[config.mk]
export PLATFORM = sky130hd
export DESIGN_NAME = lfu_cache_with_lru_tiebreak
export DESIGN_NICKNAME = d
export VERILOG_FILES = /design/src/sv/lfu_pkg.sv /design/src/sv/lfu_entry_ram.sv /design/src/sv/lfu_ctrl.sv /design/src/sv/lfu_cache_with_lru_tiebreak.sv
export SDC_FILE = /design/constraint.sdc
export NUM_CORES = 1
export LEC_CHECK = 0
export CAP_MARGIN = 15
export CORE_MARGIN = 2
export CORE_UTILIZATION = 60
export DETAILED_ROUTE_END_ITERATION = 12
export DONT_BUFFER_PORTS = 1
export GPL_TIMING_DRIVEN = 0
export PLACE_DENSITY = 0.73
export SKIP_LAST_GASP = 1
export SYNTH_ARGS = -nofsm -noshare
export SYNTH_HDL_FRONTEND = slang
export SYNTH_HIERARCHICAL = 1
export SYNTH_SLANG_ARGS = --single-unit
[constraint.sdc]
create_clock -name clk -period 11.9 [get_ports clk]
set_input_delay 1.785 -clock clk [delete_from_list [all_inputs] [get_ports clk]]
set_output_delay 1.785 -clock clk [all_outputs]
set_load 0.005 [all_outputs]
[src/sv/lfu_pkg.sv]
// Shared types and constants of the LFU cache with LRU tie-break.
package lfu_pkg;

    localparam int CAPACITY = 16;
    localparam int IDX_W    = (CAPACITY > 1) ? $clog2(CAPACITY) : 1;
    localparam int CNT_W    = $clog2(CAPACITY + 1);
    localparam int CAP_W    = 5;
    localparam int WORD_W   = 32;
    localparam int COUNT_W  = 16;
    localparam int IN_TDATA_W  = 64;
    localparam int OUT_TDATA_W = 40;

    localparam logic [COUNT_W-1:0] COUNT_MAX = 16'hFFFF;
    localparam logic [CAP_W-1:0]   CAP_RESET = 5'd16;

    localparam logic KIND_GET = 1'b0;
    localparam logic KIND_PUT = 1'b1;

    typedef struct packed {
        logic [WORD_W-1:0]  key;
        logic [WORD_W-1:0]  value;
        logic [COUNT_W-1:0] use_count;
        logic [IDX_W-1:0]   age_rank;
    } lfu_entry_t;

    typedef struct packed {
        logic             we;
        logic [IDX_W-1:0] waddr;
        lfu_entry_t       wdata;
        logic [IDX_W-1:0] raddr;
    } lfu_ram_req_t;

    typedef struct packed {
        logic              hit;
        logic [WORD_W-1:0] read_value;
        logic              evicted;
    } lfu_result_t;

    typedef enum logic [2:0] {
        ST_IDLE,
        ST_SCAN,
        ST_DECIDE,
        ST_UPDATE,
        ST_DONE
    } lfu_state_t;

endpackage

[src/sv/lfu_entry_ram.sv]
// Entry store: one write port, one registered read port.
module lfu_entry_ram
    import lfu_pkg::*;
(
    input  logic         clk,
    input  lfu_ram_req_t req,
    output lfu_entry_t   rdata
);

    lfu_entry_t mem [CAPACITY];

    always_ff @(posedge clk)
    begin
        if (req.we)
        begin
            mem[req.waddr] <= req.wdata;
        end
    end

    always_ff @(posedge clk)
    begin
        rdata <= mem[req.raddr];
    end

endmodule

[src/sv/lfu_ctrl.sv]
// Request sequencer: scan pass for match, free slot and victim, then, when the table changes, a rank update pass.
module lfu_ctrl
    import lfu_pkg::*;
(
    input  logic              clk,
    input  logic              rst_n,
    input  logic [CAP_W-1:0]  cap,
    input  logic              cfg_clear,
    input  logic              in_valid,
    output logic              in_ready,
    input  logic              in_kind,
    input  logic [WORD_W-1:0] in_key,
    input  logic [WORD_W-1:0] in_value,
    output logic              res_valid,
    input  logic              res_ready,
    output lfu_result_t       res,
    output lfu_ram_req_t      ram_req,
    input  lfu_entry_t        ram_rdata
);

    lfu_state_t state_reg, state_next;

    logic [CAPACITY-1:0] valid_reg, valid_next;
    logic                chk_vld_reg, chk_vld_next;
    logic [IDX_W-1:0]    chk_idx_reg, chk_idx_next;
    logic [CNT_W-1:0]    rd_cnt_reg, rd_cnt_next;
    logic [CNT_W-1:0]    n_reg, n_next;

    logic              kind_reg, kind_next;
    logic [WORD_W-1:0] key_reg, key_next;
    logic [WORD_W-1:0] val_reg, val_next;

    logic              found_reg, found_next;
    logic [IDX_W-1:0]  slot_reg, slot_next;
    logic [IDX_W-1:0]  hit_rank_reg, hit_rank_next;
    logic [WORD_W-1:0] hit_value_reg, hit_value_next;
    logic              free_found_reg, free_found_next;
    logic [IDX_W-1:0]  free_slot_reg, free_slot_next;
    logic              vic_vld_reg, vic_vld_next;
    logic [IDX_W-1:0]  vic_idx_reg, vic_idx_next;
    logic [COUNT_W-1:0] vic_cnt_reg, vic_cnt_next;
    logic [IDX_W-1:0]  vic_rank_reg, vic_rank_next;

    logic              tgt_new_reg, tgt_new_next;
    logic              rank_all_reg, rank_all_next;
    logic [IDX_W-1:0]  thr_reg, thr_next;

    lfu_result_t result_reg, result_next;

    logic [CNT_W-1:0] cap_n;
    logic             issue;
    lfu_entry_t       upd;

    always_comb
    begin
        if (int'(cap) > CAPACITY)
        begin
            cap_n = CNT_W'(CAPACITY);
        end
        else
        begin
            cap_n = CNT_W'(cap);
        end
    end

    always_ff @(posedge clk or negedge rst_n)
    begin
        if (!rst_n)
        begin
            state_reg <= ST_IDLE;
        end
        else
        begin
            state_reg <= state_next;
        end
    end

    always_ff @(posedge clk or negedge rst_n)
    begin
        if (!rst_n)
        begin
            valid_reg   <= '0;
            chk_vld_reg <= 1'b0;
        end
        else
        begin
            valid_reg   <= valid_next;
            chk_vld_reg <= chk_vld_next;
        end
    end

    always_ff @(posedge clk)
    begin
        chk_idx_reg    <= chk_idx_next;
        rd_cnt_reg     <= rd_cnt_next;
        n_reg          <= n_next;
        kind_reg       <= kind_next;
        key_reg        <= key_next;
        val_reg        <= val_next;
        found_reg      <= found_next;
        slot_reg       <= slot_next;
        hit_rank_reg   <= hit_rank_next;
        hit_value_reg  <= hit_value_next;
        free_found_reg <= free_found_next;
        free_slot_reg  <= free_slot_next;
        vic_vld_reg    <= vic_vld_next;
        vic_idx_reg    <= vic_idx_next;
        vic_cnt_reg    <= vic_cnt_next;
        vic_rank_reg   <= vic_rank_next;
        tgt_new_reg    <= tgt_new_next;
        rank_all_reg   <= rank_all_next;
        thr_reg        <= thr_next;
        result_reg     <= result_next;
    end

    always_comb
    begin
        state_next      = state_reg;
        valid_next      = valid_reg;
        chk_idx_next    = rd_cnt_reg[IDX_W-1:0];
        rd_cnt_next     = rd_cnt_reg;
        n_next          = n_reg;
        kind_next       = kind_reg;
        key_next        = key_reg;
        val_next        = val_reg;
        found_next      = found_reg;
        slot_next       = slot_reg;
        hit_rank_next   = hit_rank_reg;
        hit_value_next  = hit_value_reg;
        free_found_next = free_found_reg;
        free_slot_next  = free_slot_reg;
        vic_vld_next    = vic_vld_reg;
        vic_idx_next    = vic_idx_reg;
        vic_cnt_next    = vic_cnt_reg;
        vic_rank_next   = vic_rank_reg;
        tgt_new_next    = tgt_new_reg;
        rank_all_next   = rank_all_reg;
        thr_next        = thr_reg;
        result_next     = result_reg;

        in_ready  = 1'b0;
        res_valid = 1'b0;
        res       = result_reg;

        issue = ((state_reg == ST_SCAN) || (state_reg == ST_UPDATE)) &&
                (rd_cnt_reg != n_reg);
        chk_vld_next = issue;
        if (issue)
        begin
            rd_cnt_next = rd_cnt_reg + CNT_W'(1);
        end

        ram_req.raddr = rd_cnt_reg[IDX_W-1:0];
        ram_req.we    = 1'b0;
        ram_req.waddr = chk_idx_reg;
        upd           = ram_rdata;
        ram_req.wdata = upd;

        case (state_reg)
            ST_IDLE:
            begin
                in_ready = 1'b1;
                if (in_valid)
                begin
                    kind_next       = in_kind;
                    key_next        = in_key;
                    val_next        = in_value;
                    n_next          = cap_n;
                    rd_cnt_next     = '0;
                    chk_vld_next    = 1'b0;
                    found_next      = 1'b0;
                    free_found_next = 1'b0;
                    vic_vld_next    = 1'b0;
                    state_next      = ST_SCAN;
                end
            end

            ST_SCAN:
            begin
                if (chk_vld_reg)
                begin
                    if (valid_reg[chk_idx_reg])
                    begin
                        if (!found_reg && ram_rdata.key == key_reg)
                        begin
                            found_next     = 1'b1;
                            slot_next      = chk_idx_reg;
                            hit_rank_next  = ram_rdata.age_rank;
                            hit_value_next = ram_rdata.value;
                        end
                        // lowest count wins, older entry on a tie
                        if (!vic_vld_reg || ram_rdata.use_count < vic_cnt_reg ||
                            (ram_rdata.use_count == vic_cnt_reg &&
                             ram_rdata.age_rank > vic_rank_reg))
                        begin
                            vic_vld_next  = 1'b1;
                            vic_idx_next  = chk_idx_reg;
                            vic_cnt_next  = ram_rdata.use_count;
                            vic_rank_next = ram_rdata.age_rank;
                        end
                    end
                    else if (!free_found_reg)
                    begin
                        free_found_next = 1'b1;
                        free_slot_next  = chk_idx_reg;
                    end
                end
                if (!chk_vld_reg && rd_cnt_reg == n_reg)
                begin
                    state_next = ST_DECIDE;
                end
            end

            ST_DECIDE:
            begin
                result_next.hit        = found_reg;
                result_next.read_value = '0;
                result_next.evicted    = 1'b0;
                rd_cnt_next            = '0;
                chk_vld_next           = 1'b0;
                if (found_reg)
                begin
                    if (kind_reg == KIND_GET)
                    begin
                        result_next.read_value = hit_value_reg;
                    end
                    slot_next     = slot_reg;
                    thr_next      = hit_rank_reg;
                    rank_all_next = 1'b0;
                    tgt_new_next  = 1'b0;
                    state_next    = ST_UPDATE;
                end
                else if (kind_reg == KIND_PUT && n_reg != '0)
                begin
                    tgt_new_next = 1'b1;
                    if (free_found_reg)
                    begin
                        slot_next     = free_slot_reg;
                        rank_all_next = 1'b1;
                    end
                    else
                    begin
                        // ranks above the victim drop then rise: only younger ones move
                        slot_next           = vic_idx_reg;
                        thr_next            = vic_rank_reg;
                        rank_all_next       = 1'b0;
                        result_next.evicted = 1'b1;
                    end
                    state_next = ST_UPDATE;
                end
                else
                begin
                    state_next = ST_DONE;
                end
            end

            ST_UPDATE:
            begin
                if (chk_vld_reg)
                begin
                    if (chk_idx_reg == slot_reg)
                    begin
                        upd.key      = key_reg;
                        upd.age_rank = '0;
                        if (kind_reg == KIND_PUT)
                        begin
                            upd.value = val_reg;
                        end
                        if (tgt_new_reg)
                        begin
                            upd.use_count = COUNT_W'(1);
                        end
                        else if (ram_rdata.use_count != COUNT_MAX)
                        begin
                            upd.use_count = ram_rdata.use_count + COUNT_W'(1);
                        end
                        ram_req.we = 1'b1;
                        valid_next[chk_idx_reg] = 1'b1;
                    end
                    else if (valid_reg[chk_idx_reg] &&
                             (rank_all_reg || ram_rdata.age_rank < thr_reg))
                    begin
                        upd.age_rank = ram_rdata.age_rank + IDX_W'(1);
                        ram_req.we   = 1'b1;
                    end
                end
                ram_req.wdata = upd;
                if (!chk_vld_reg && rd_cnt_reg == n_reg)
                begin
                    state_next = ST_DONE;
                end
            end

            ST_DONE:
            begin
                res_valid = 1'b1;
                if (res_ready)
                begin
                    state_next = ST_IDLE;
                end
            end

            default:
            begin
                state_next = ST_IDLE;
            end
        endcase

        if (cfg_clear)
        begin
            valid_next = '0;
        end
    end

endmodule

[src/sv/lfu_cache_with_lru_tiebreak.sv]
// Top level of the LFU cache with LRU tie-break: stream ports, capacity register, output register.
//
//  Channel   Direction  Handshake          Payload
//  s_*       in         s_tvalid/s_tready  tuser: kind; tdata: key, put_value
//  m_*       out        m_tvalid/m_tready  tdata: hit, read_value, evicted
//  cfg_*     in         cfg_wr_en          cfg_wr_data: capacity
//
// A request takes one scan pass of n reads, n the active capacity, over the
// entry RAM (one read per cycle) and, when the table changes, one read-modify-write
// pass for the recency ranks; the single RAM read port sets this pace.
// Reset empties the table and sets the capacity to 16; no clearing pass is needed.
// A waiting result sits in the output register while the next request is taken.
module lfu_cache_with_lru_tiebreak
    import lfu_pkg::*;
(
    input  logic                   clk,
    input  logic                   rst_n,
    input  logic                   s_tvalid,
    output logic                   s_tready,
    input  logic [IN_TDATA_W-1:0]  s_tdata,   // key [31:0], put_value [63:32]
    input  logic                   s_tuser,   // kind
    output logic                   m_tvalid,
    input  logic                   m_tready,
    output logic [OUT_TDATA_W-1:0] m_tdata,   // hit [0], read_value [32:1], evicted [33]
    input  logic                   cfg_wr_en,
    input  logic [CAP_W-1:0]       cfg_wr_data
);

    logic [CAP_W-1:0] cap_reg;
    logic             out_vld_reg;
    lfu_result_t      out_data_reg;

    logic         res_valid;
    logic         res_ready;
    lfu_result_t  res;
    lfu_ram_req_t ram_req;
    lfu_entry_t   ram_rdata;

    always_ff @(posedge clk or negedge rst_n)
    begin
        if (!rst_n)
        begin
            cap_reg <= CAP_RESET;
        end
        else if (cfg_wr_en)
        begin
            cap_reg <= cfg_wr_data;
        end
    end

    assign res_ready = !out_vld_reg || m_tready;

    always_ff @(posedge clk or negedge rst_n)
    begin
        if (!rst_n)
        begin
            out_vld_reg <= 1'b0;
        end
        else if (res_valid && res_ready)
        begin
            out_vld_reg <= 1'b1;
        end
        else if (m_tready)
        begin
            out_vld_reg <= 1'b0;
        end
    end

    always_ff @(posedge clk)
    begin
        if (res_valid && res_ready)
        begin
            out_data_reg <= res;
        end
    end

    assign m_tvalid = out_vld_reg;
    assign m_tdata  = {6'b0, out_data_reg.evicted, out_data_reg.read_value, out_data_reg.hit};

    lfu_ctrl u_ctrl (
        .clk       (clk),
        .rst_n     (rst_n),
        .cap       (cap_reg),
        .cfg_clear (cfg_wr_en),
        .in_valid  (s_tvalid),
        .in_ready  (s_tready),
        .in_kind   (s_tuser),
        .in_key    (s_tdata[31:0]),
        .in_value  (s_tdata[63:32]),
        .res_valid (res_valid),
        .res_ready (res_ready),
        .res       (res),
        .ram_req   (ram_req),
        .ram_rdata (ram_rdata)
    );

    lfu_entry_ram u_ram (
        .clk   (clk),
        .req   (ram_req),
        .rdata (ram_rdata)
    );

endmodule
Word level (Yosys, flattened, before mapping)
Memory sizes are Yosys's and may differ from the RTL's. A register that Yosys moved wholly into a read port is not among the register bits.
Index checks and enable logic that the tools add are counted.
{"block": "word_totals", "regBits": 250, "latch_bits": 0, "ram_bits": 1344, "romBits": 0, "output_inout_bits": 42, "n_memories": 1}
{"block": "op_classes", "n_addsub": 3, "n_mul": 0, "div_mod_pow": 0, "n_lt_le_gt_ge": 6, "n_eq_ne": 22, "shift": 0, "mux": 64, "bitwise": 5, "reduce_logical": 40}
{"name": "u_ram.mem", "depth": 16, "word_bits": 84, "read_ports": 1, "rd_ports_with_merged_regs": 1, "write_ports": 1, "line_no": "lfu_entry_ram.sv:10", "text": "lfu_entry_t mem [CAPACITY];"}
{"cell": "2-to-1 mux 84 bit", "n": 2}
{"cell": "2-to-1 mux 16 bit", "n": 6}
{"cell": "2-to-1 mux 80 bit", "n": 1}
{"cell": "2-to-1 mux 4 bit", "n": 11}
{"cell": "equality test 32 bit", "n": 1}
{"cell": "2-to-1 mux 32 bit", "n": 1}
{"cell": "2-to-1 mux 1 bit", "n": 26}
{"cell": "AND reduction 4 bit", "n": 5}
{"cell": "2-to-1 mux 3 bit", "n": 6}
{"cell": "inequality test 2 bit (second input constant)", "n": 9}
{"cell": "adder 16 x 1 -> 16 bit (second input constant)", "n": 1}
{"cell": "equality test 16 bit", "n": 1}
{"cell": "less-than comparator 16 bit", "n": 1}
{"cell": "inequality test 16 bit (second input constant)", "n": 1}
{"cell": "OR 16 bit", "n": 1}
{"cell": "one-hot mux 3 bit (5 select lines)", "n": 1}
{"cell": "nonzero test 2 bit", "n": 7}
{"cell": "2-to-1 mux 5 bit", "n": 2}
{"cell": "one-hot mux 5 bit (2 select lines)", "n": 1}
{"cell": "AND reduction 5 bit", "n": 2}
{"cell": "logical AND 1 bit", "n": 8}
{"cell": "one-hot mux 1 bit (2 select lines)", "n": 4}
{"cell": "one-hot mux 4 bit (2 select lines)", "n": 1}
{"cell": "equality test 3 x 2 -> 1 bit (second input constant)", "n": 2}
{"cell": "24 further kinds", "n": 39}

Logic depth before layout (Yosys ltp)
Gate-level depths: netlist (run 1).
{"block": "logic_depth", "ltp_word": 9, "mapped_depth": 10, "ltp_nobuf": 8}

By module
Netlist (run 1), hierarchy kept.
{"mod": "lfu_entry_ram", "instances": 1, "cells_per_inst": 2154, "area_each_um2": 52052.4}
{"mod": "lfu_ctrl", "instances": 1, "cells_per_inst": 770, "area_each_um2": 9634.2}
{"mod": "lfu_cache_with_lru_tiebreak", "instances": 1, "cells_per_inst": 55, "area_each_um2": 1296.2}

Worst setup path before layout (run 1)
OpenSTA, ideal clock, no wires.
{"block": "synth_timing", "kind": "register -> register", "from": "reg u_ctrl.chk_idx_reg[1]", "to": "mem u_ram/mem[0][0] (netlist name), enable pin", "setup_ns": 0.629, "arrival_ns": 8.038, "t_required_ns": 11.271, "slack_ns": 3.232, "stages_incl_launch_ff": 11, "period_less_slack_ns": 8.668, "cell_sequence": "dfxtp_1 -> buf_6 -> xnor2_1 -> nand2_1 -> or3_1 -> clkbuf_1 -> clkbuf_1 -> clkbuf_1 -> nand2_1 -> or3b_2 -> nor3_1"}
{"item": "start, declared", "line_no": "lfu_ctrl.sv:25", "text": "logic [IDX_W-1:0] chk_idx_reg, chk_idx_next;"}
{"item": "start signal, assigned", "line_no": "lfu_ctrl.sv:94", "text": "chk_idx_reg <= chk_idx_next;"}
{"item": "end, declared", "line_no": "lfu_entry_ram.sv:10"}

==> metrics, run 1 <==
Iteration-0 DRC Markers=4058; Overflow after GRT=0; ys flop type=edfxtp_1; Clock Tree Buf Depth=3; Area contributors post-synth=edfxtp_1 (74%), mux4_2 (12%), dfxtp_1 (3.0%); Slew Viols, Final=0; Via Count=31300; drt via density=roughly 6.6; final hold slack=between 400 and 500 ps; Chip Width=about 330 microns; num ports=roughly 120; P_leak=about 23 nW; reg-to-reg startpoint=u_ctrl/chk_idx_reg[1]; global-route wire length before repair=approximately 220000 microns; Crit Path Max Fanout=10; maxcap violations=0; Startpoint Class=flop; met2 WL=72200 microns; gr usage total=between 20% and 30%; number of post-CTS setup repair buffers=0; number of hold buffers added after cts=0; wire per inst=30.9 microns; register-to-register setup slack=between 6000 and 7000 ps; max reg flops=roughly 1300; total core area=between 100000 and 150000 sq um; area leader, netlist=edfxtp_1; WL final=roughly 150000 microns; synthesized area=63000 sq um; Seq/Total Area, Yosys=about four fifths; Crit path required time=around 12000 ps; initial antenna violation count=0; vias in the first global route=32200; clock sinks=around 1700; RSZ-0062 raised after global routing=no; Mean Syn Cell Area=approximately 21 sq um; post-synth top area share=between 70% and 80%; Setup TNS=0 ps; clk_skew=around 30 ps; Setup Crit Path Kind=flop to flop; final worst setup slack=6100 ps; Routed Antenna Nets=0; crit end category=flop; Top reg by flops=u_ram/mem; count of flip-flops with a built-in enable after synthesis=approximately 1600; post-DP HPWL=around 90000 microns; Initial Utilization=60.7%; GP Congestion=slightly above 0.8; top flop regs=u_ram/mem: 1344 flops, u_ram/rdata: 84 flops; r2r worst-path depth=14; DRC violations left=0; register bit total from synthesis=approximately 1700; fmax=172 MHz; H-tree depth reported by CTS=4; worst vdd rail ir drop=about 0.00019 V; most numerous cell in the Yosys netlist=edfxtp_1; pin count of the biggest net entering global routing=54; asr flop ratio synth=1.55%; PwrDens=239 nW/um^2; total length of routed met3 wires=16000 microns; crit share post-route=roughly 49%; wire length on met1=~56000 microns; CTS tree=built; NumNets Final=3357; Final Critical Period=roughly 5800 ps; final setup violation count=0; Synth cell types=62; Worst EP arrival=between 6000 and 7000 ps; Worst Hold Class=flop to flop; Syn-to-layout area delta=14.1%; Final Hold Vio Count=0; pre-CTS setup slack=between 6000 and 7000 ps; Worst Setup EP=u_ram/mem[0][60]; hold_sp=u_ctrl/res[24]; uppermost layer routed=met4; I/O Buffers=0; Rel. slew slack=between 10% and 20%; DIE HEIGHT=328 microns; DRT Pass-1 Iters=6; FILL cells=between 6000 and 7000; number of synthesis warnings=6; worst flop-to-flop path endpoint=u_ram/mem[0][60]; root buffer cell=clkbuf_16; Worst Setup SP=u_ctrl/chk_idx_reg[1]; fraction of layout cells with a size suffix above 1=between 20% and 30%; status=finished, final reports clean; # resized after CTS=0; die footprint=108000 sq um; total CTS buffers=between 150 and 200; Slew @ Worst Pin=approximately 1300 ps; synthesized instance count=2979; Inserted Diodes=0; Row Count=118; commonest cells in the netlist=edfxtp_1 (1559), mux4_2 (336), nand2_1 (203); Clk Latency, worst-skew pair=770 ps; CTS clk-pin slew, worst paths=~60 ps
how the worst min path moves through the flow:
stage / endpoint / depth (start not counted)
after floorplan: u_ctrl/chk_idx_reg[3] / 0
after global placement: m_tdata[1] / 0
after detailed placement: m_tdata[4] / 0
after CTS: m_tdata[28] / 0
after global routing: m_tdata[17] / 0
final: m_tdata[24] / 0
cells in the final DEF, fill, tap and decap left out, drive strengths merged, types with 35 or more instances in the layout:
cell	n
nand2	203
clkbuf	295
a21oi	41
mux4	340
xnor2	43
inv	35
clkinv	50
edfxtp	1559
and2	37
mux2	39
buf	196
a22oi	168
nor2	65
dfxtp	93
per-stage QoR:
stage / power [mW] / cells / utilization [%] / area, sq um
5_1_grt: 17.8 / 4772 / 69.2 / 71900
2_1_floorplan: 10.8 / 2984 / - / 63000
3_3_place_gp: 12.0 / 4364 / 62.4 / 64700
6_report: 17.2 / 4772 / 69.2 / 71900
3_5_place_dp: 12.2 / 4467 / 64.1 / 66500
4_1_cts: 17.3 / 4768 / 69.2 / 71800
metal layers:
layer,GRT usage (%),vias to the layer above
met5,0,-
met1,39.7,16500
li1,-,12800
met4,8.48,0
met2,44.6,1849
met3,6.14,269
layout make-up:
type	instances	area, sq um	share of cell area, %
buffer	152	757	1.05
sequential	1678	49300	68.6
timing repair buffer	107	1680	2.33
inverter	33	124	0.172
clock buffer	232	4700	6.53
multi-input combinational	1121	12900	18.0
clock inverter	69	646	0.898
tap	1380	1730	2.40
cell families (layout without fill, tap and decap cells):
logic type,count (synthesis),after routing,synth area share [%]
xor gates and xnor gates,54,54,0.751
AOI/OAI and AO/OA,247,247,3.07
muxes,386,386,13.0
buffers and inverters,185,593,1.40
and+or+nand+nor,402,402,2.94
adders and majority gates,26,26,0.517
DFF,1678,1678,78.3
other,1,6,0.00595
where the power goes:
part	total (mW)	internal [mW]	leakage, nW	switching [mW]
sequential	7.81	7.59	15.2	0.222
clock	5.08	2.97	2.62	2.11
combinational	4.32	1.64	5.54	2.68
worst max-delay path: stages, from the launching register on:
cell      delay [ps]
dfxtp_1          630
buf_6            220
xnor2_1          130
nand2_1          120
or3_1            470
clkbuf_1         390
clkbuf_1         470
clkbuf_1         570
nand2_1          320
or3b_2           600
nor3_2           640
buf_6            270
buf_8            170
buf_4            240
buf_6            200
No activity file was read; power rests on OpenSTA's default activity.
==> inputs of run 2 (changes only) <==
--- a/config.mk
+++ b/config.mk
@@ -7,11 +7,11 @@
 export LEC_CHECK = 0
 export CAP_MARGIN = 15
 export CORE_MARGIN = 2
-export CORE_UTILIZATION = 60
+export CORE_UTILIZATION = 57
 export DETAILED_ROUTE_END_ITERATION = 12
 export DONT_BUFFER_PORTS = 1
 export GPL_TIMING_DRIVEN = 0
-export PLACE_DENSITY = 0.73
+export PLACE_DENSITY = 0.72
 export SKIP_LAST_GASP = 1
 export SYNTH_ARGS = -nofsm -noshare
 export SYNTH_HDL_FRONTEND = slang
==> constraint.sdc (replaced) <==
create_clock -name clk -period 4.7 [get_ports clk]
set_input_delay 0.705 -clock clk [delete_from_list [all_inputs] [get_ports clk]]
set_output_delay 0.705 -clock clk [all_outputs]
set_load 0.005 [all_outputs]
==> run 2 against run 1 <==
  * Clock-buffer cell count down 23
  * Register-to-register slack worse by 6000 ps
  * Power increased to 2.5 times the previous value
  * Die area grew 5.2%
  * Largest cell class unchanged
  * Clock power grew to 2.5 times the previous value
  * Sequential share of layout area shrank 0.46 points
  * Sequential power rose to 2.5 times the previous value
  * Clock skew up 5.1 ps
  * Cell count is 2.0% higher
==> metrics, run 2 (same netlist as run 1, synthesis figures left out) <==
status=finished, final reports clean (unchanged); register-to-register setup slack=90 ps (was 6100 ps); PwrDens=603 nW/um^2 (was 239 nW/um^2); hold_sp=s_tdata[33] (was u_ctrl/res[24]); final worst setup slack=92.7 ps (was 6100 ps); clk_skew=35.2 ps (was 30.1 ps); pin count of the biggest net entering global routing=54 (unchanged); Setup TNS=0 ps (unchanged); DRC violations left=0 (unchanged); Row Count=121 (was 118); post-DP HPWL=91000 microns (about the same); Crit path required time=5130 ps (was 12360 ps); Setup Crit Path Kind=flop to flop (unchanged); most frequent cells in the layout=edfxtp_1 (1559), mux4_2 (336), nand2_1 (203), clkbuf_16 (167), a22oi_1 (128) (was edfxtp_1 (1559), mux4_2 (336), nand2_1 (203), clkbuf_16 (169), a22oi_1 (128)); most frequent CP cell=buf_12; worst flop-to-flop path endpoint=u_ram/mem[9][50] (was u_ram/mem[0][60]); CTS tree=built (unchanged); Clk Latency, worst-skew pair=770 ps (about the same); Slew @ Worst Pin=1280 ps (was 1250 ps); P_leak=23.5 nW (was 23.4 nW); Overflow after GRT=0 (unchanged); Top reg by flops=u_ram/mem (unchanged); Chip Width=336 microns (was 328 microns); reg-to-reg startpoint=u_ctrl/chk_idx_reg[1] (unchanged); root buffer cell=clkbuf_16 (unchanged); final setup violation count=0 (unchanged); global-route wire length before repair=213000 microns (was 215000 microns); FILL cells=6715 (was 6081); worst hold stages=0 (unchanged); Startpoint Class=flop (unchanged); Final Hold Vio Count=0 (unchanged); Rel. slew slack=14.6% (was 16.1%); Pwr Total=43.7 mW (was 17.2 mW); Clock Tree Buf Depth=3 (unchanged); GP Congestion=0.815 (was 0.823); r2r worst-path depth=12 (was 14); num ports=117 (unchanged); crit share post-route=98.0% (was 48.7%); die footprint=113000 sq um (was 108000 sq um); Iteration-0 DRC Markers=4007 (was 4058); Syn-to-layout area delta=14.9% (was 14.1%); max reg flops=1344 (unchanged); Via Count=31300 (about the same); Initial Utilization=57.7% (was 60.7%); total core area=109000 sq um (was 104000 sq um); I/O Buffers=0 (unchanged); Worst EP arrival=5040 ps (was 6260 ps); Final Critical Period=4610 ps (was 5800 ps); worst vdd rail ir drop=0.000461 V (was 0.000191 V); maxcap violations=0 (unchanged); Largest stage delay, worst path=540 ps (was 640 ps); total CTS buffers=162 (was 163); Worst Hold Class=input port to flop (was flop to flop); Inserted Diodes=0 (unchanged); wire per inst=30.3 microns (was 30.9 microns); H-tree depth reported by CTS=4 (unchanged); initial antenna violation count=1 (was 0); fmax=217 MHz (was 172 MHz); WL final=147000 microns (was 148000 microns); crit end category=flop (unchanged); Worst path slowest cell=dfxtp_2 (was nor3_2); CP Cell Sequence=buf_6 -> xnor2_1 -> nand2_1 -> or3_1 -> clkbuf_1 -> clkbuf_4 -> nand2_1 -> nand3b_1 -> nor2_4 -> buf_12 -> buf_12 -> buf_12 (was buf_6 -> xnor2_1 -> nand2_1 -> or3_1 -> clkbuf_1 -> clkbuf_1 -> clkbuf_1 -> nand2_1 -> or3b_2 -> nor3_2 -> buf_6 -> buf_8 -> buf_4 -> buf_6); DIE HEIGHT=336 microns (was 328 microns); NumNets Final=3358 (was 3357); Hold Path End=u_ctrl/val_reg[1] (was m_tdata[24]); Layout Utilization=66.3% (was 69.2%); gr usage total=26.5% (was 28.0%); vias in the first global route=31900 (was 32200); Crit Path Max Fanout=22 (was 10); DRT Pass-1 Iters=6 (unchanged); CTS clk-pin slew, worst paths=60 ps (about the same); Slew Viols, Final=0 (unchanged); Routed Antenna Nets=0 (unchanged); pre-CTS setup slack=-400 ps (was 6350 ps); RSZ-0062 raised after global routing=no (unchanged); commonest non-fill, non-tap cell in the layout=edfxtp_1 (unchanged); top flop regs=u_ram/mem: 1344 flops, u_ram/rdata: 84 flops (unchanged); clock sinks=1678 (unchanged); drt via density=6.43 (was 6.57); fraction of layout cells with a size suffix above 1=25.3% (was 25.5%)
run 2: critical path, delay by kind of cell (launching register included):
kind	cells	cell delay, ps
xor gates and xnor gates	1	120
buffers and inverters	6	1830
DFF	1	540
and+or+nand+nor	5	1710
run 2: cell type report:
class                      instances  area [sq um]  share of cell area (%)
clock inverter                    88           807                    1.12
tap                             1476          1850                    2.55
buffer                           151           757                    1.05
inverter                          33           124                   0.171
clock buffer                     209          4520                    6.24
multi-input combinational       1121         12900                    17.9
sequential                      1678         49300                    68.2
timing repair buffer             110          2030                    2.81
run 2: stage by stage:
step / hold slack (ps) / instances / instance area (sq um)
after global placement: 400 / 4460 / 64900
after global routing: 14.8 / 4866 / 72400
after CTS: 0.844 / 4860 / 72300
after detailed placement: 405 / 4548 / 66800
final: 45.8 / 4866 / 72400
after floorplan: 393 / 2984 / 63100
run 2: what timing repair did:
| item | in CTS | in global routing |
|---|---|---|
| setup endpoints to repair | 337 | 32 |
| setup buffers | 5 | 5 |
| gates resized for setup | 2 | 0 |
| gates cloned | 0 | 0 |
| pin swaps | 3 | 2 |
| endpoints found under the hold margin | 35 | 0 |
| hold buffers | 11 | 0 |
run 2: worst max path at each step:
stage	startpoint	slack, ps	cells past startpoint	end
2_1_floorplan	u_ctrl/chk_idx_reg[1]	-1010	10	u_ram/mem[12][0]
3_3_place_gp	u_ctrl/chk_idx_reg[3]	-6470	10	u_ram/mem[12][47]
3_5_place_dp	u_ctrl/chk_idx_reg[3]	-400	15	u_ram/mem[12][47]
4_1_cts	u_ctrl/chk_idx_reg[1]	100	14	u_ram/mem[8][43]
5_1_grt	u_ctrl/chk_idx_reg[1]	2	12	u_ram/mem[4][49]
6_report	u_ctrl/chk_idx_reg[1]	90	12	u_ram/mem[9][50]
run 2: layer usage:
layer	track usage [%]	up-vias	share of wire (%)
met3	5.33	289	9.5
met2	42.5	1735	49
met4	9.00	0	3.1
li1	-	12800	-
met5	0	-	0
met1	37.0	16500	39
run 2: where the power goes:
group	internal [mW]	switching [mW]	total (mW)
clock network	7.58	5.35	12.9
registers	19.2	0.572	19.8
logic	4.14	6.80	10.9
total	30.9	12.7	43.7
